==> src/design/assert_macros.svh <==
// assertion macros used by the top level of the decoder
`ifndef ASSERT_MACROS_SVH
`define ASSERT_MACROS_SVH

// check on every clock edge while reset is released
`define ASSERT_CLKRST(label, clk, rstn, prop, msg) \
    label: assert property (@(posedge clk) disable iff (!rstn) prop) else $error(msg);

// check on every clock edge, reset included
`define ASSERT_CLK(label, clk, prop, msg) \
    label: assert property (@(posedge clk) prop) else $error(msg);

`endif

==> src/design/drp_pkg.sv <==
// types and constants of the detection row decoder
package drp_pkg;

    localparam int HEADER_LEN  = 5;
    localparam int MAX_CLASSES = 128;
    localparam int FRAC_BITS   = 12;

    // configuration register indexes
    localparam logic [2:0] REG_CONF_THRESHOLD = 3'd0;
    localparam logic [2:0] REG_CLASS_COUNT    = 3'd1;
    localparam logic [2:0] REG_PAD_X          = 3'd2;
    localparam logic [2:0] REG_PAD_Y          = 3'd3;
    localparam logic [2:0] REG_SCALE_X        = 3'd4;
    localparam logic [2:0] REG_SCALE_Y        = 3'd5;

    typedef struct packed {
        logic [12:0] conf_threshold;
        logic [7:0]  class_count;
        logic [22:0] pad_x;
        logic [22:0] pad_y;
        logic [15:0] scale_x;
        logic [15:0] scale_y;
    } drp_cfg_t;

    // one finished row handed to the box math
    typedef struct packed {
        logic signed [26:0] nx;
        logic signed [26:0] ny;
        logic signed [23:0] w;
        logic signed [23:0] h;
        logic signed [23:0] obj;
        logic signed [23:0] best;
        logic [6:0]         cls;
    } drp_row_t;

    typedef struct packed {
        logic signed [15:0] box_x;
        logic signed [15:0] box_y;
        logic signed [15:0] box_w;
        logic signed [15:0] box_h;
        logic [6:0]         class_id;
        logic [23:0]        confidence;
    } drp_box_t;

    // saturate a shifted pixel value to 16 bits signed
    function automatic logic signed [15:0] sat16(input logic signed [18:0] x);
        logic signed [15:0] r;
        if (x > 19'sd32767) begin
            r = 16'sh7fff;
        end else if (x < -19'sd32768) begin
            r = -16'sh8000;
        end else begin
            r = x[15:0];
        end
        return r;
    endfunction

endpackage

==> src/design/drp_accum.sv <==
// row accumulator: box field capture, running argmax and row check
module drp_accum (
    input  logic                aclk,
    input  logic                aresetn,
    input  drp_pkg::drp_cfg_t   cfg,
    input  logic                in_valid,
    output logic                in_ready,
    input  logic signed [23:0]  in_value,
    input  logic                in_end,
    output logic                row_valid,
    input  logic                row_ready,
    output drp_pkg::drp_row_t   row
);
    import drp_pkg::*;

    localparam logic [8:0] MAX_CLASSES_W = 9'(MAX_CLASSES);
    localparam logic [7:0] HEADER_W      = 8'(HEADER_LEN);

    logic [7:0]         pos_reg, pos_next;
    logic               overlong_reg, overlong_next;
    logic signed [23:0] box_reg [4];
    logic signed [23:0] obj_reg;
    logic signed [23:0] best_reg;
    logic [6:0]         cls_reg;
    logic               row_valid_reg, row_valid_next;
    drp_row_t           row_reg, row_next;

    logic               accept;
    logic [7:0]         cls_idx;
    logic               in_class;
    logic               better;
    logic signed [23:0] best_next;
    logic [6:0]         cls_next;
    logic               len_ok;
    logic               count_ok;
    logic               thr_ok;
    logic               keep;

    assign accept   = in_valid && in_ready;
    assign in_ready = !row_valid_reg || row_ready;

    // argmax over the class scores, first highest wins
    assign cls_idx   = pos_reg - HEADER_W;
    assign in_class  = (pos_reg >= HEADER_W) && (cls_idx < cfg.class_count) &&
                       ({1'b0, cls_idx} < MAX_CLASSES_W);
    assign better    = !overlong_reg && in_class && (in_value > best_reg);
    assign best_next = better ? in_value : best_reg;
    assign cls_next  = better ? cls_idx[6:0] : cls_reg;

    // row length and threshold checks at the row end
    assign len_ok   = ({1'b0, pos_reg} + 9'd1) == (9'(HEADER_LEN) + {1'b0, cfg.class_count});
    assign count_ok = (cfg.class_count != 8'd0) && ({1'b0, cfg.class_count} <= MAX_CLASSES_W);
    assign thr_ok   = ($signed({obj_reg[23], obj_reg}) >=
                       $signed({12'd0, cfg.conf_threshold})) &&
                      ($signed({best_next[23], best_next}) >
                       $signed({12'd0, cfg.conf_threshold}));
    assign keep     = !overlong_reg && count_ok && len_ok && thr_ok;

    // position counter and the overlong mark
    always_comb begin
        pos_next      = pos_reg;
        overlong_next = overlong_reg;
        if (accept) begin
            if (in_end) begin
                pos_next      = 8'd0;
                overlong_next = 1'b0;
            end else if (!overlong_reg) begin
                if (pos_reg == 8'hff) begin
                    overlong_next = 1'b1;
                end else begin
                    pos_next = pos_reg + 8'd1;
                end
            end
        end
    end

    // capture stage toward the box math
    always_comb begin
        row_valid_next = row_valid_reg;
        row_next       = row_reg;
        if (row_ready) begin
            row_valid_next = 1'b0;
        end
        if (accept && in_end && keep) begin
            row_valid_next = 1'b1;
            row_next.nx    = $signed({{2{box_reg[0][23]}}, box_reg[0], 1'b0})
                           - $signed({3'd0, cfg.pad_x, 1'b0})
                           - $signed({{3{box_reg[2][23]}}, box_reg[2]});
            row_next.ny    = $signed({{2{box_reg[1][23]}}, box_reg[1], 1'b0})
                           - $signed({3'd0, cfg.pad_y, 1'b0})
                           - $signed({{3{box_reg[3][23]}}, box_reg[3]});
            row_next.w     = box_reg[2];
            row_next.h     = box_reg[3];
            row_next.obj   = obj_reg;
            row_next.best  = best_next;
            row_next.cls   = cls_next;
        end
    end

    // per-row state
    always_ff @(posedge aclk) begin
        if (!aresetn) begin
            pos_reg      <= 8'd0;
            overlong_reg <= 1'b0;
            box_reg[0]   <= '0;
            box_reg[1]   <= '0;
            box_reg[2]   <= '0;
            box_reg[3]   <= '0;
            obj_reg      <= '0;
            best_reg     <= '0;
            cls_reg      <= '0;
        end else begin
            pos_reg      <= pos_next;
            overlong_reg <= overlong_next;
            if (accept) begin
                if (in_end) begin
                    box_reg[0] <= '0;
                    box_reg[1] <= '0;
                    box_reg[2] <= '0;
                    box_reg[3] <= '0;
                    obj_reg    <= '0;
                    best_reg   <= '0;
                    cls_reg    <= '0;
                end else if (!overlong_reg) begin
                    if (pos_reg < 8'd4) begin
                        box_reg[pos_reg[1:0]] <= in_value;
                    end else if (pos_reg == 8'd4) begin
                        obj_reg <= in_value;
                    end
                    best_reg <= best_next;
                    cls_reg  <= cls_next;
                end
            end
        end
    end

    always_ff @(posedge aclk) begin
        if (!aresetn) begin
            row_valid_reg <= 1'b0;
        end else begin
            row_valid_reg <= row_valid_next;
        end
        row_reg <= row_next;
    end

    assign row_valid = row_valid_reg;
    assign row       = row_reg;

endmodule

==> config.mk <==
export PLATFORM = sky130hd
export DESIGN_NAME = drp_accum
export DESIGN_NICKNAME = d
export VERILOG_FILES = /design/src/design/assert_macros.svh /design/src/design/drp_pkg.sv /design/src/design/drp_accum.sv
export SDC_FILE = /design/constraint.sdc
export NUM_CORES = 1
export LEC_CHECK = 0
export BUFFER_PORTS_ARGS = -buffer_cell sky130_fd_sc_hd__buf_2
export CAP_MARGIN = 20
export CELL_PAD_IN_SITES_DETAIL_PLACEMENT = 0
export CELL_PAD_IN_SITES_GLOBAL_PLACEMENT = 1
export CORE_UTILIZATION = 35
export CTS_CLUSTER_DIAMETER = 150
export DETAILED_ROUTE_END_ITERATION = 6
export GPL_TIMING_DRIVEN = 0
export PLACE_DENSITY = 0.68
export SLEW_MARGIN = 20
export SYNTH_ARGS = -nofsm -noshare
export SYNTH_HDL_FRONTEND = slang
export SYNTH_SLANG_ARGS = --single-unit
==> constraint.sdc <==
create_clock -name aclk -period 17.99 [get_ports aclk]
set_clock_uncertainty 0.1 [all_clocks]
set_input_delay 3.598 -clock aclk [delete_from_list [all_inputs] [get_ports aclk]]
set_output_delay 3.598 -clock aclk [all_outputs]
set_load 0.01 [all_outputs]
* Word level (Yosys, flattened, before mapping) *
Memories as Yosys holds them, arrays and structs flattened.
Cells that the tools add are included.

storage, ports and cells
  RAM bits = 96
  memories = 1
  word-level logic and storage cells = 98
  output and inout port bits = 159
  flip-flop bits (word level) = 222
  input bits = 128

memory list
  memory   depth  width  rd ports  clocked after memory_dff  wr ports  line             source
  box_reg  4      24     4         0                         4         drp_accum.sv:21  logic signed [23:0] box_reg [4];

operators by class
  bitwise operators = 4
  equality and inequality tests = 6
  mux-type cells = 36
  add/subtract/negate cells = 8
  reduce and logical (&&, ||, !) cells = 22
  $lt $le $gt $ge = 8

operator list
  cell                                                         number
  2-to-1 mux 24 bit                                            12
  subtractor 26 x 24 -> 27 bit                                 2
  subtractor 25 x 25 -> 26 bit                                 2
  >= comparator 24 x 14 -> 1 bit                               1
  > comparator 24 x 14 -> 1 bit                                1
  > comparator 24 bit                                          1
  2-to-1 mux 8 bit                                             3
  OR reduction 24 bit                                          1
  2-to-1 mux 7 bit                                             3
  2-to-1 mux 1 bit                                             17
  logical AND 1 bit                                            12
  adder 3 x 8 -> 9 bit (first input constant)                  1
  adder 8 x 1 -> 9 bit (second input constant)                 1
  equality test 9 bit                                          1
  adder 8 x 1 -> 8 bit (second input constant)                 1
  equality test 8 x 3 -> 1 bit (second input constant)         1
  equality test 8 bit (second input constant)                  1
  >= comparator 8 x 3 -> 1 bit (second input constant)         1
  less-or-equal comparator 8 bit (second input constant)       1
  less-than comparator 8 x 3 -> 1 bit (second input constant)  1
  less-than comparator 8 bit                                   1
  less-than comparator 8 bit (second input constant)           1
  nonzero test 8 bit                                           1
  subtractor 8 x 3 -> 8 bit (second input constant)            1
  other kinds (9)                                              16

* Logic depth before layout (Yosys ltp) *
Gate-level depths: netlist (run 1).

  word-level depth = 12
  depth in mapped cells = 23

* Worst setup path after synthesis (run 1) *
OpenSTA, ideal clock, no wires.

  path kind = input to register
  from = in in_value[1]
  to = reg row_reg, in the netlist row[0], enable pin
  slack = 1613 ps
  cell stages on the path = 19
  arrival = 15481 ps
  data required time = 17094 ps
  library setup time = 796 ps
  buffers on the path = 2
  cell sequence = ha_1 -> nor2b_1 -> o211ai_1 -> a21oi_1 -> o311a_1 -> or4_4 -> buf_6 -> buf_6 -> nand3_1 -> nand2_1 -> ha_1 -> nor2b_1 -> o21a_1 -> o21ai_0 -> a21oi_1 -> o21bai_1 -> nand3_1 -> o31ai_1 -> a2111oi_2

between the ends
  longest elaborated chain between the ends = 7

ends and longest elaborated chain
  element                          line              source
  from (decl)                      drp_accum.sv:8    input logic signed [23:0] in_value,
  > comparator 24 bit              drp_accum.sv:46   assign better = !overlong_reg && in_class && (in_value > best_reg);
  logical AND 1 bit                drp_accum.sv:46
  2-to-1 mux 24 bit *              drp_accum.sv:47   assign best_next = better ? in_value : best_reg;
  net best_next[1]                 drp_accum.sv:32   logic signed [23:0] best_next;
  > comparator 24 x 14 -> 1 bit *  drp_accum.sv:55   ($signed({best_next[23], best_next}) >
  logical AND 1 bit *              drp_accum.sv:54   $signed({12'd0, cfg.conf_threshold})) &&
  logical AND 1 bit *              drp_accum.sv:57   assign keep = !overlong_reg && count_ok && len_ok && thr_ok;
  logical AND 1 bit *              drp_accum.sv:84   if (accept && in_end && keep) begin
  to (signal assigned)             drp_accum.sv:143  row_reg <= row_next;
  to (decl)                        drp_accum.sv:26   drp_row_t row_reg, row_next;

Mark *: on every way through the listed nets, which the timed path passes. The rest lies on a longest branch.
A chain may end at the register's enable or synchronous reset.

* Worst setup path in the final report (run 1) *
  from = in in_value[19]
  to = reg row[94] (netlist name)

between the ends
  longest elaborated chain between the ends = 7

ends and longest elaborated chain
  element                          line
  > comparator 24 bit              drp_accum.sv:46
  logical AND 1 bit                drp_accum.sv:46
  2-to-1 mux 24 bit *              drp_accum.sv:47
  > comparator 24 x 14 -> 1 bit *  drp_accum.sv:55
  logical AND 1 bit *              drp_accum.sv:54
  logical AND 1 bit *              drp_accum.sv:57
  logical AND 1 bit *              drp_accum.sv:84

Mark *: on every way between the ends. The rest lies on a longest branch, timed or not.

==> results.py, run 1 <==
metrics = {
    "routing": {
        "drt.antenna.violating_nets": 0,
        "routed_wire_length_per_instance_um": 19.5,
        "detail_route.first_pass.iterations": 6,
        "routed_via_density": 5.01,
        "post-route-drc-count": 0,
        "drt-initial-drc-count": 783,
        "totalWireLength_mm": 49.0,
        "num_vias": 12600,
    },
    "setup_path": {
        "critPathSlowestCell": "sky130_fd_sc_hd__a2111oi_4",
        "max_stage_delay_on_crit_path_ps": 790,
        "critical_path_class": "primary input to register",
        "worstSetupEndpointType": "register",
        "timing.critical_path.cells": "buf_2, ha_1, a21oi_1, o21a_1, a2bb2oi_1, nand2_1, nor4_4, clkbuf_1, o21ai_0, and2_1, ha_1, nor2b_1, o21a_1, o21ai_0, a21oi_1, o21bai_1, nand3_1, o31ai_1, a2111oi_4, buf_4, buf_4, buf_6, buf_6, buf_4",
        "worstPathRequired_ps": 18150,
        "setup.worst_path.start_class": "primary input",
        "path_common_cell": "sky130_fd_sc_hd__buf_4",
        "critical_path.max_fanout": 12,
        "critPathArrivalTime_ps": 9080,
    },
    "clock_network": {
        "clk_path_buf_depth": 3,
        "clock_tree.htree_level_count": 2,
        "hold_bufs_at_cts": 0,
        "root_buffer": "sky130_fd_sc_hd__clkbuf_16",
        "tritoncts_buffer_count": 37,
        "cts.clk_slew.worst_paths_ps": 60,
        "clk-insertion-delay-late_ps": 560,
        "cts_tree": "yes",
        "cts-resized-gates": 0,
        "clock-sinks": 318,
        "cts.repair_timing.setup_buffer_count": 0,
    },
    "die": {
        "dieWidth_um": 224,
        "initial_utilization_pct": 35.8,
        "boundaryPins": 287,
        "coreArea_um2": 48100,
        "die_ar_um2": 50100,
        "dieHeight_um": 224,
        "num_rows": 80,
    },
    "pwr": {
        "static-leakage-power_nw": 8.71,
        "vdd.ir_drop.worst_uv": 54.9,
        "power_per_cell_area_nw_per_um2": 89.6,
    },
    "layout": {
        "finish.utilization_pct": 42.7,
        "syn_to_final_growth_pct": 19.5,
        "final_net_count": 2127,
        "drive_gt1_share_pct": 19.1,
        "post-route-cell-area_um2": 20600,
        "max_reg_flops": 157,
        "insertedDiodeCount": 0,
        "finish.cell_count_without_fillers": 2513,
    },
    "synthesis": {
        "yosys.area.top_type": "sky130_fd_sc_hd__edfxtp_1",
        "synthesis.instances": 1522,
        "biggest_area_contributors_in_the_synthesized_netlist": "sky130_fd_sc_hd__edfxtp_1, sky130_fd_sc_hd__ha_1, sky130_fd_sc_hd__dfxtp_1",
        "asyncSetResetFlopFracSynth_pct": 0,
        "yosysSeqAreaShare_pct": 51.7,
        "mappedNetlistNets": 1819,
        "post_synth_num_cell_types": 71,
        "post-synth-top-area-fraction_pct": 44.1,
        "syn_area_per_cell_um2": 11.3,
        "synth-seq-cells": 318,
        "most_instantiated_flip_flop_cell_in_the_synthesis_netlist": "sky130_fd_sc_hd__edfxtp_1",
        "synth-edff-count": 253,
        "post_synthesis_instance_area_um2": 17200,
        "synth-warning-count": 0,
    },
    "timing": {
        "setup_slack_ps": 9070,
        "finalCriticalPeriod_ps": 8920,
        "finalSetupViolCount": 0,
        "timing_max_transition_violations_final": 0,
        "timing_worst_slew_pin_value_ps": 825,
        "setup_repair_after_global_routing_missed_its_margin": "no",
        "achievable-frequency_ghz": 0.112,
        "final-hold-violation-count": 0,
        "totalNegativeSetupSlack_ps": 0,
        "slew_headroom_pct": 43.6,
        "post-route-period-util_pct": 49.6,
    },
    "flow_run": {
        "max_cap_viol_count": 0,
    },
    "place": {
        "dp_slack_ps": 8540,
        "post-place-cells": 2447,
        "dp.final_hpwl_mm": 37.4,
        "placed_cell_area_um2": 19500,
        "gpl.final_weighted_congestion": 0.866,
        "portBuffers": 253,
    },
    "global_route": {
        "first_global_vias": 12400,
        "antenna_found_initial": 1,
        "grt_start_max_net_pins": 25,
        "first_pass_grt_wire_length_mm": 73.7,
        "gr-total-overflow": 0,
        "globalRouteTotalUtil_pct": 19.6,
    },
    "run_status": {
        "status": "finished, final reports clean",
    },
    "worst_hold_path": {
        "hold_path.class": "register to register",
    },
}
## layer usage
metal	vias up	track usage (%)	share of wire, %
met5	-	0	0
met4	0	7.03	2.9
met1	6069	25.4	44
met2	330	33.2	48
met3	90	2.89	4.5
li1	6100	-	-
## power breakdown
group          internal [W]  leakage [nW]  switching (W)
Combinational      0.000128          5.28       0.000180
Sequential         0.000820          2.89     0.00000923
Clock              0.000396         0.541       0.000311
## stage by stage
stage	hold WS (ps)	power (W)
floorplan	326	0.00106
global placement	339	0.00115
detailed placement	345	0.00115
CTS	356	0.00186
global route	368	0.00192
finish	354	0.00184
## logic make-up after synthesis
kind of cell	after synthesis	share of synthesized area (%)
compound gates	335	12.5
xor+xnor	68	3.50
fa+ha+maj	169	14.3
buf+inv	219	4.98
flops	318	51.7
mux	3	0.174
simple gates	410	12.9
## critical path, delay by kind of cell
| family | cells | cell delay [ps] |
|---|---|---|
| adders and majority gates | 2 | 510 |
| and+or+nand+nor | 5 | 1040 |
| AOI/OAI and AO/OA | 10 | 2070 |
| buffers and inverters | 7 | 1850 |
## placed cells by master, fill, tap and decap left out, types with 10 or more instances in the layout
master,count
sky130_fd_sc_hd__buf_2,260
sky130_fd_sc_hd__edfxtp_1,253
sky130_fd_sc_hd__inv_1,162
sky130_fd_sc_hd__ha_1,123
sky130_fd_sc_hd__and3_1,106
sky130_fd_sc_hd__a21oi_1,104
sky130_fd_sc_hd__nor2_1,73
sky130_fd_sc_hd__dfxtp_1,65
sky130_fd_sc_hd__nand2_1,59
sky130_fd_sc_hd__o21ai_0,57
sky130_fd_sc_hd__nand3_1,50
sky130_fd_sc_hd__xnor2_1,49
sky130_fd_sc_hd__clkbuf_1,46
sky130_fd_sc_hd__fa_1,46
sky130_fd_sc_hd__o21a_1,40
sky130_fd_sc_hd__clkbuf_16,39
sky130_fd_sc_hd__a21o_1,33
sky130_fd_sc_hd__and2_1,30
sky130_fd_sc_hd__a22oi_1,25
sky130_fd_sc_hd__xor2_1,18
sky130_fd_sc_hd__nor3_1,16
sky130_fd_sc_hd__nand2b_1,15
sky130_fd_sc_hd__nor4_1,12
sky130_fd_sc_hd__buf_4,12
sky130_fd_sc_hd__o31ai_1,11
sky130_fd_sc_hd__o21ai_1,11
sky130_fd_sc_hd__clkinv_1,11
sky130_fd_sc_hd__nand4_1,10
sky130_fd_sc_hd__nor2b_1,10
## synth_stat cells (all sizes together) (33+ instances only)
cell type    n
clkbuf      41
and3       107
a21oi      104
xnor2       50
fa          46
nand2       60
nand3       51
inv        162
o21ai       69
o21a        40
a21o        33
edfxtp     253
ha         123
nor2        73
dfxtp       65
## layout make-up
| class | instances | area (um^2) |
|---|---|---|
| inverter | 163 | 612 |
| multi-input combinational | 985 | 7470 |
| sequential | 318 | 8900 |
| tap | 656 | 821 |
| timing repair buffer | 269 | 1410 |
| clock inverter | 22 | 119 |
| clock buffer | 44 | 995 |
| buffer | 56 | 245 |
| fill | 4621 | 27600 |
## worst paths after layout
kind | depth (start not counted) | end | slack, ps | from
max | 24 | row[94]$_DFFE_PP_ | 9070 | in_value[19]
min | 0 | row[89]$_DFFE_PP_ | 350 | box_reg[2][10]$_SDFFCE_PN0P_
max reg2reg | 26 | row[94]$_DFFE_PP_ | 11010 | pos_reg[0]$_SDFFE_PN0P_
min reg2reg | 0 | row[89]$_DFFE_PP_ | 350 | box_reg[2][10]$_SDFFCE_PN0P_
Note: power is estimated with default switching activity, not from simulation.
==> run 2: changes to the inputs <==
==> constraint.sdc (replaced) <==
create_clock -name aclk -period 8.4 [get_ports aclk]
set_clock_uncertainty 0.1 [all_clocks]
set_input_delay 1.68 -clock aclk [delete_from_list [all_inputs] [get_ports aclk]]
set_output_delay 1.68 -clock aclk [all_outputs]
set_load 0.01 [all_outputs]
==> run 2 against run 1 <==
Setup slack worse by 7700 ps; clock power up 140%; non-clock buffer count unchanged; register-to-register slack worse by 9500 ps; combinational power up 110%; first-iteration DRC count up 16%; flip-flop and latch count unchanged; power up 120%; global-route usage up 0.17 points; die area unchanged; utilization up 0.39 points; sequential power up 110%; critical endpoint is now row[71]$_DFFE_PP_.
==> results.py, run 2 (synthesis gave the netlist of run 1 again) <==
metrics = {
    "setup_path": {
        "worstPathRequired_ps": 8550,
        "critical_path.max_fanout": 13,
        "timing.critical_path.cells": "buf_2, ha_1, a21oi_1, o21a_1, a2bb2oi_1, nand2_1, nor4_4, clkbuf_1, o21ai_0, and2_1, ha_1, nor2b_1, o21a_1, o21ai_1, a21oi_1, o21bai_1, nand3_1, o31ai_4, a2111oi_4, buf_6, buf_4, buf_4, buf_6, buf_4",
        "critPathArrivalTime_ps": 7140,
        "critPathSlowestCell": "sky130_fd_sc_hd__a2111oi_4",
        "path_common_cell": "sky130_fd_sc_hd__buf_4",
        "reg2reg_setup_slack_ps": 1480,
        "worstSetupEndpointType": "register",
        "critical_path_class": "primary input to register",
        "setup.worst_path.start_class": "primary input",
        "worst_path_dominant_cell_family": "compound AO/OA/AOI/OAI gates",
        "critPathBufInv": 7,
        "max_stage_delay_on_crit_path_ps": 690,
    },
    "timing": {
        "final-hold-violation-count": 0,
        "final_worst_hold_slack_ps": 358,
        "achievable-frequency_ghz": 0.143,
        "post-route-period-util_pct": 83.2,
        "timing_worst_slew_pin_value_ps": 714,
        "setup_repair_after_global_routing_missed_its_margin": "no",
        "timing_max_transition_violations_final": 0,
        "finalSetupViolCount": 0,
        "slew_headroom_pct": 51.2,
        "finalCriticalPeriod_ps": 6990,
    },
    "die": {
        "dieWidth_um": 224,
        "boundaryPins": 287,
        "dieHeight_um": 224,
        "die_ar_um2": 50100,
        "initial_utilization_pct": 35.8,
        "num_rows": 80,
        "coreArea_um2": 48100,
    },
    "layout": {
        "leading_cell_types_in_the_layout_fill_and_taps_excluded": "sky130_fd_sc_hd__buf_2, sky130_fd_sc_hd__edfxtp_1, sky130_fd_sc_hd__inv_1",
        "insertedDiodeCount": 0,
        "final.fill_count": 4590,
        "final_net_count": 2127,
        "syn_to_final_growth_pct": 20.6,
        "drive_gt1_share_pct": 20.0,
        "finish.utilization_pct": 43.1,
        "max_reg_flops": 157,
        "layout_commonest_cell": "sky130_fd_sc_hd__buf_2",
    },
    "clock_network": {
        "clock_tree.htree_level_count": 2,
        "hold_bufs_at_cts": 0,
        "root_buffer": "sky130_fd_sc_hd__clkbuf_16",
        "cts.repair_timing.setup_buffer_count": 0,
        "cts.clk_slew.worst_paths_ps": 60,
        "cts-resized-gates": 0,
        "clk-insertion-delay-late_ps": 550,
        "tritoncts_buffer_count": 37,
        "clock-sinks": 318,
        "clk_path_buf_depth": 3,
        "cts_tree": "yes",
    },
    "routing": {
        "routed_via_density": 5.01,
        "detail_route.first_pass.iterations": 5,
        "routed_wire_length_per_instance_um": 19.6,
        "drt.antenna.violating_nets": 0,
        "num_vias": 12600,
        "drt-initial-drc-count": 912,
        "post-route-drc-count": 0,
        "totalWireLength_mm": 49.3,
    },
    "global_route": {
        "antenna_found_initial": 0,
        "gr-total-overflow": 0,
        "first_global_vias": 12300,
        "globalRouteTotalUtil_pct": 19.8,
        "first_pass_grt_wire_length_mm": 74.5,
        "grt_start_max_net_pins": 25,
    },
    "run_status": {
        "status": "finished, final reports clean",
    },
    "place": {
        "gpl.final_weighted_congestion": 0.867,
        "dp.final_hpwl_mm": 37.3,
        "portBuffers": 253,
    },
    "pwr": {
        "vdd.ir_drop.worst_uv": 123,
        "static-leakage-power_nw": 8.80,
        "power_per_cell_area_nw_per_um2": 198,
    },
    "worst_hold_path": {
        "hold_path.class": "register to register",
    },
    "flow_run": {
        "max_cap_viol_count": 0,
    },
}
==> run 2: changes by cell type in the layout (fill, tap and decap cells not counted), moves of 2 or more <==
cell,delta
sky130_fd_sc_hd__clkinv_2,+5
sky130_fd_sc_hd__ha_4,+2
sky130_fd_sc_hd__o21ai_1,+2
sky130_fd_sc_hd__ha_1,-2
sky130_fd_sc_hd__clkbuf_1,-3
sky130_fd_sc_hd__inv_4,+2
sky130_fd_sc_hd__clkinvlp_4,-2
sky130_fd_sc_hd__bufinv_16,+5
sky130_fd_sc_hd__clkinv_1,-6
sky130_fd_sc_hd__o21ai_0,-2
==> run 2: layout make-up <==
cell class,instances,area [um^2],share of cell area (%)
buffer,56,245,1.18
tap,656,821,3.95
clock inverter,26,274,1.32
inverter,163,612,2.95
timing repair buffer,269,1410,6.81
clock buffer,41,972,4.68
sequential,318,8900,42.9
multi-input combinational,985,7520,36.2
==> run 2: worst paths after layout <==
kind                                         startpoint                       to  depth (start not counted)
worst min-delay path            cls_reg[2]$_SDFFE_PN0P_  cls_reg[2]$_SDFFE_PN0P_                          2
worst max register to register  pos_reg[0]$_SDFFE_PN0P_        row[71]$_DFFE_PP_                         26
worst min register to register  cls_reg[2]$_SDFFE_PN0P_  cls_reg[2]$_SDFFE_PN0P_                          2
worst max-delay path                       in_value[19]        row[71]$_DFFE_PP_                         24
==> run 2: per-layer routing <==
metal	track usage, %	up-vias	share of wire [%]	wire [um]
met5	0	-	0	0
met1	26.1	6120	45	22000
met3	3.44	67	4.7	2320
met4	5.81	0	2.5	1230
met2	33.1	306	48	23800
li1	-	6098	-	-
==> run 2: metrics by stage <==
stage | power (W) | instances | setup TNS, ps | worst slack, ps | cell area (um^2)
after floorplan | 0.00228 | 1522 | -302770 | -1930 | 17300
after global placement | 0.00246 | 2431 | -830080 | -5310 | 19400
after detailed placement | 0.00247 | 2447 | 0 | 878 | 19500
after CTS | 0.00415 | 2514 | 0 | 1470 | 20800
after global routing | 0.00429 | 2514 | 0 | 987 | 20800
final | 0.00411 | 2514 | 0 | 1410 | 20800
==> run 2: report_power, final <==
part,total [W],switching (W),internal [W]
sequential,0.00178,0.0000203,0.00176
combinational,0.000658,0.000384,0.000274
clock,0.00167,0.000678,0.000994
total,0.00411,0.00108,0.00302
==> run 2: worst register-to-register path, cell delays in order, from the launching register on <==
cell and delay [ps]:
sky130_fd_sc_hd__dfxtp_1 600, sky130_fd_sc_hd__inv_1 160, sky130_fd_sc_hd__ha_1 280, sky130_fd_sc_hd__xnor2_1 400, sky130_fd_sc_hd__ha_4 270, sky130_fd_sc_hd__o21ai_1 130, sky130_fd_sc_hd__a21oi_1 60, sky130_fd_sc_hd__o31ai_1 290
sky130_fd_sc_hd__a21oi_2 170, sky130_fd_sc_hd__nor4_4 510, sky130_fd_sc_hd__clkbuf_1 490, sky130_fd_sc_hd__o21ai_0 190, sky130_fd_sc_hd__and2_1 210, sky130_fd_sc_hd__ha_1 180, sky130_fd_sc_hd__nor2b_1 110, sky130_fd_sc_hd__o21a_1 140
sky130_fd_sc_hd__o21ai_1 70, sky130_fd_sc_hd__a21oi_1 160, sky130_fd_sc_hd__o21bai_1 90, sky130_fd_sc_hd__nand3_1 110, sky130_fd_sc_hd__o31ai_4 110, sky130_fd_sc_hd__a2111oi_4 690, sky130_fd_sc_hd__buf_6 240, sky130_fd_sc_hd__buf_4 220
sky130_fd_sc_hd__buf_4 230, sky130_fd_sc_hd__buf_6 180, sky130_fd_sc_hd__buf_4 230
==> run 3: changes to the inputs <==
--- a/config.mk
+++ b/config.mk
@@ -5,6 +5,7 @@
 export SDC_FILE = /design/constraint.sdc
 export NUM_CORES = 1
 export LEC_CHECK = 0
+export ABC_AREA = 1
 export BUFFER_PORTS_ARGS = -buffer_cell sky130_fd_sc_hd__buf_2
 export CAP_MARGIN = 20
 export CELL_PAD_IN_SITES_DETAIL_PLACEMENT = 0
@@ -13,7 +14,7 @@
 export CTS_CLUSTER_DIAMETER = 150
 export DETAILED_ROUTE_END_ITERATION = 6
 export GPL_TIMING_DRIVEN = 0
-export PLACE_DENSITY = 0.68
+export PLACE_DENSITY = 0.72
 export SLEW_MARGIN = 20
 export SYNTH_ARGS = -nofsm -noshare
 export SYNTH_HDL_FRONTEND = slang
==> constraint.sdc (replaced) <==
create_clock -name aclk -period 5.95 [get_ports aclk]
set_clock_uncertainty 0.1 [all_clocks]
set_input_delay 1.19 -clock aclk [delete_from_list [all_inputs] [get_ports aclk]]
set_output_delay 1.19 -clock aclk [all_outputs]
set_load 0.01 [all_outputs]
==> run 3 against run 2 <==
Non-clock buffer count shrank 31; sequential power grew 42%; power grew 39%; final cell count is 3.6% higher; sequential share of layout area is 0.71 points higher; critical path depth grew 10; hold slack worse by 15 ps; die area decreased by 2.1%; largest cell class unchanged.
==> results.py, run 3 <==
metrics = {
    "run_status": {
        "status": "finished, final reports clean",
    },
    "setup_path": {
        "worstReg2RegStart": "pos_reg[0]$_SDFFE_PN0P_",
        "critPathSlowestCell": "sky130_fd_sc_hd__dfxtp_2",
        "rr_endpoint": "row[88]$_DFFE_PP_",
        "setup.worst_path.start_class": "register",
        "worstPathRequired_ps": 6130,
        "critical_path_class": "register to register",
        "max_stage_delay_on_crit_path_ps": 430,
        "rr_worst_depth": 34,
        "path_common_cell": "sky130_fd_sc_hd__nand2_1",
        "critPathArrivalTime_ps": 5610,
        "reg2reg_setup_slack_ps": 520,
        "timing.critical_path.from": "pos_reg[0]$_SDFFE_PN0P_",
        "critical_path.max_fanout": 33,
        "worstSetupEndpointType": "register",
        "critPathCapture": "row[88]$_DFFE_PP_",
    },
    "timing": {
        "finalSetupViolCount": 0,
        "timing_max_transition_violations_final": 0,
        "final-hold-violation-count": 0,
        "achievable-frequency_ghz": 0.184,
        "slew_headroom_pct": 32.1,
        "final_worst_hold_slack_ps": 344,
        "post-route-period-util_pct": 91.2,
        "timing_worst_slew_pin_value_ps": 1010,
        "finalCriticalPeriod_ps": 5430,
        "setup_repair_after_global_routing_missed_its_margin": "no",
    },
    "routing": {
        "detail_route.first_pass.iterations": 5,
        "routed_wire_length_per_instance_um": 17.6,
        "routed_via_density": 4.71,
        "drt-initial-drc-count": 812,
        "post-route-drc-count": 0,
        "drt.antenna.violating_nets": 0,
        "num_vias": 12300,
        "totalWireLength_mm": 45.9,
    },
    "die": {
        "dieHeight_um": 221,
        "dieWidth_um": 221,
        "initial_utilization_pct": 35.4,
        "num_rows": 80,
        "boundaryPins": 287,
        "coreArea_um2": 47600,
        "die_ar_um2": 49000,
    },
    "pwr": {
        "vdd.ir_drop.worst_uv": 159,
        "switching_share_pct": 28.0,
        "clock_power_share_pct": 38.7,
        "power_per_cell_area_nw_per_um2": 280,
        "power.combinational.fraction_pct": 17.2,
        "power.sequential.fraction_pct": 44.1,
        "intPower_w": 0.00411,
        "totalPowerFinal_w": 0.00571,
        "power_spent_charging_and_discharging_nets_w": 0.00160,
        "static-leakage-power_nw": 8.67,
    },
    "clock_network": {
        "root_buffer": "sky130_fd_sc_hd__clkbuf_16",
        "clk_path_buf_depth": 3,
        "cts.clk_slew.worst_paths_ps": 60,
        "clock-sinks": 318,
        "hold_bufs_at_cts": 0,
        "cts_tree": "yes",
        "clk-insertion-delay-late_ps": 560,
        "tritoncts_buffer_count": 38,
        "clock_tree.htree_level_count": 2,
    },
    "layout": {
        "drive_gt1_share_pct": 19.2,
        "syn_to_final_growth_pct": 21.2,
        "final_net_count": 2258,
        "layout_commonest_cell": "sky130_fd_sc_hd__nand2_1",
        "max_reg_flops": 157,
        "leading_cell_types_in_the_layout_fill_and_taps_excluded": "sky130_fd_sc_hd__nand2_1, sky130_fd_sc_hd__buf_2, sky130_fd_sc_hd__edfxtp_1",
    },
    "synthesis": {
        "post_synthesis_instance_area_um2": 16800,
        "synth-warning-count": 0,
        "mappedNetlistNets": 1956,
        "syn_area_per_cell_um2": 10.2,
        "yosysSeqAreaShare_pct": 52.8,
        "synthesis.instances": 1659,
        "asyncSetResetFlopFracSynth_pct": 0,
        "synth-edff-count": 253,
        "post-synth-top-area-fraction_pct": 45.1,
        "synth.cells.most_frequent": "sky130_fd_sc_hd__nand2_1, sky130_fd_sc_hd__edfxtp_1, sky130_fd_sc_hd__inv_1",
        "post_synth_num_cell_types": 50,
        "yosys.area.top_type": "sky130_fd_sc_hd__edfxtp_1",
        "most_common_cell_in_the_synthesized_netlist": "sky130_fd_sc_hd__nand2_1",
        "synth-seq-cells": 318,
        "most_instantiated_flip_flop_cell_in_the_synthesis_netlist": "sky130_fd_sc_hd__edfxtp_1",
        "biggest_area_contributors_in_the_synthesized_netlist": "sky130_fd_sc_hd__edfxtp_1, sky130_fd_sc_hd__ha_1, sky130_fd_sc_hd__dfxtp_1",
    },
    "global_route": {
        "first_global_vias": 12200,
        "first_pass_grt_wire_length_mm": 69.7,
        "gr-total-overflow": 0,
        "globalRouteTotalUtil_pct": 18.8,
        "grt_start_max_net_pins": 39,
        "antenna_found_initial": 5,
    },
    "place": {
        "gpl.final_weighted_congestion": 0.898,
        "dp.final_hpwl_mm": 36.3,
        "portBuffers": 254,
    },
    "worst_hold_path": {
        "worstHoldStart": "box_reg[3][15]$_SDFFCE_PN0P_",
        "hold_path.class": "register to register",
    },
    "flow_run": {
        "max_cap_viol_count": 0,
    },
}
[run 3: changes by cell type in the layout (fill, tap and decap cells not counted), moves of 28 or more]
cell and change:
sky130_fd_sc_hd__xor2_1 +28, sky130_fd_sc_hd__o21a_1 -37, sky130_fd_sc_hd__and3_1 -106, sky130_fd_sc_hd__nand2_1 +266, sky130_fd_sc_hd__and2_1 -30, sky130_fd_sc_hd__inv_1 +90, sky130_fd_sc_hd__nor2_1 +90
[run 3: logic make-up (layout without fill, tap and decap cells)]
group,count (synthesis),in the layout,synth area share (%)
and+or+nand+nor,582,582,14.3
DFF,318,318,52.8
buffers and inverters,286,616,6.67
AOI/OAI and AO/OA,233,233,7.92
adders and majority gates,169,169,14.6
xor gates and xnor gates,71,71,3.69
other,0,1,0
[run 3: worst max-delay path, delay by kind of cell (launching register included)]
kind / cells / cell delay, ps
AOI/OAI and AO/OA: 1 / 230
xor gates and xnor gates: 1 / 180
adders and majority gates: 3 / 730
buffers and inverters: 7 / 1110
DFF: 1 / 430
and+or+nand+nor: 22 / 2270
[run 3: worst min path at each step]
stage | end | slack, ps | depth (start not counted)
after floorplan | row[100]$_DFFE_PP_ | 330 | 0
after global routing | row[95]$_DFFE_PP_ | 360 | 0
after CTS | row[70]$_DFFE_PP_ | 340 | 0
after global placement | row[71]$_DFFE_PP_ | 340 | 0
final | row[70]$_DFFE_PP_ | 340 | 0
after detailed placement | row[95]$_DFFE_PP_ | 330 | 0
[run 3: power groups by stage]
stage                     sequential, W  combinational (W)  clock [W]
after global placement          0.00257           0.000973          0
after detailed placement        0.00257           0.000980          0
after CTS                       0.00252           0.000986    0.00227
final                           0.00252           0.000982    0.00221
after floorplan                 0.00255           0.000706          0
after global routing            0.00252            0.00112    0.00235
[run 3: layer usage]
metal | GRT usage, % | share of wire [%]
met1 | 24.8 | 45
met2 | 31.5 | 47
met3 | 3.72 | 4.8
met4 | 5.24 | 2.4
met5 | 0 | 0.094
[run 3: what timing repair did]
action                                 CTS  global route
endpoints found under the hold margin    0             0
setup endpoints to repair                0           141
gates resized for setup                  0             1
buffers inserted                         0             2
[run 3: metrics by stage]
| step | utilization (%) | cell area (um^2) | setup WS [ps] | cells | TNS (ps) |
|---|---|---|---|---|---|
| CTS | 42.7 | 20400 | 3.39 | 2601 | 0 |
| floorplan | - | 17100 | -694 | 1659 | -108960 |
| detailed placement | 40.3 | 19200 | -363 | 2533 | -43350 |
| global route | 42.9 | 20400 | 139 | 2605 | 0 |
| finish | 42.9 | 20400 | 522 | 2605 | 0 |
| global placement | 40.1 | 19100 | -3120 | 2528 | -486790 |
[run 3: cell type report]
type | instances | area, um^2
Inverter | 254 | 957
Timing Repair Buffer | 262 | 1420
Clock buffer | 47 | 1020
Tap cell | 615 | 769
Multi-Input combinational cell | 1055 | 7030
Antenna cell | 1 | 2.50
Sequential cell | 318 | 8900
Fill cell | 4638 | 27200
Buffer | 32 | 174
Clock inverter | 21 | 149
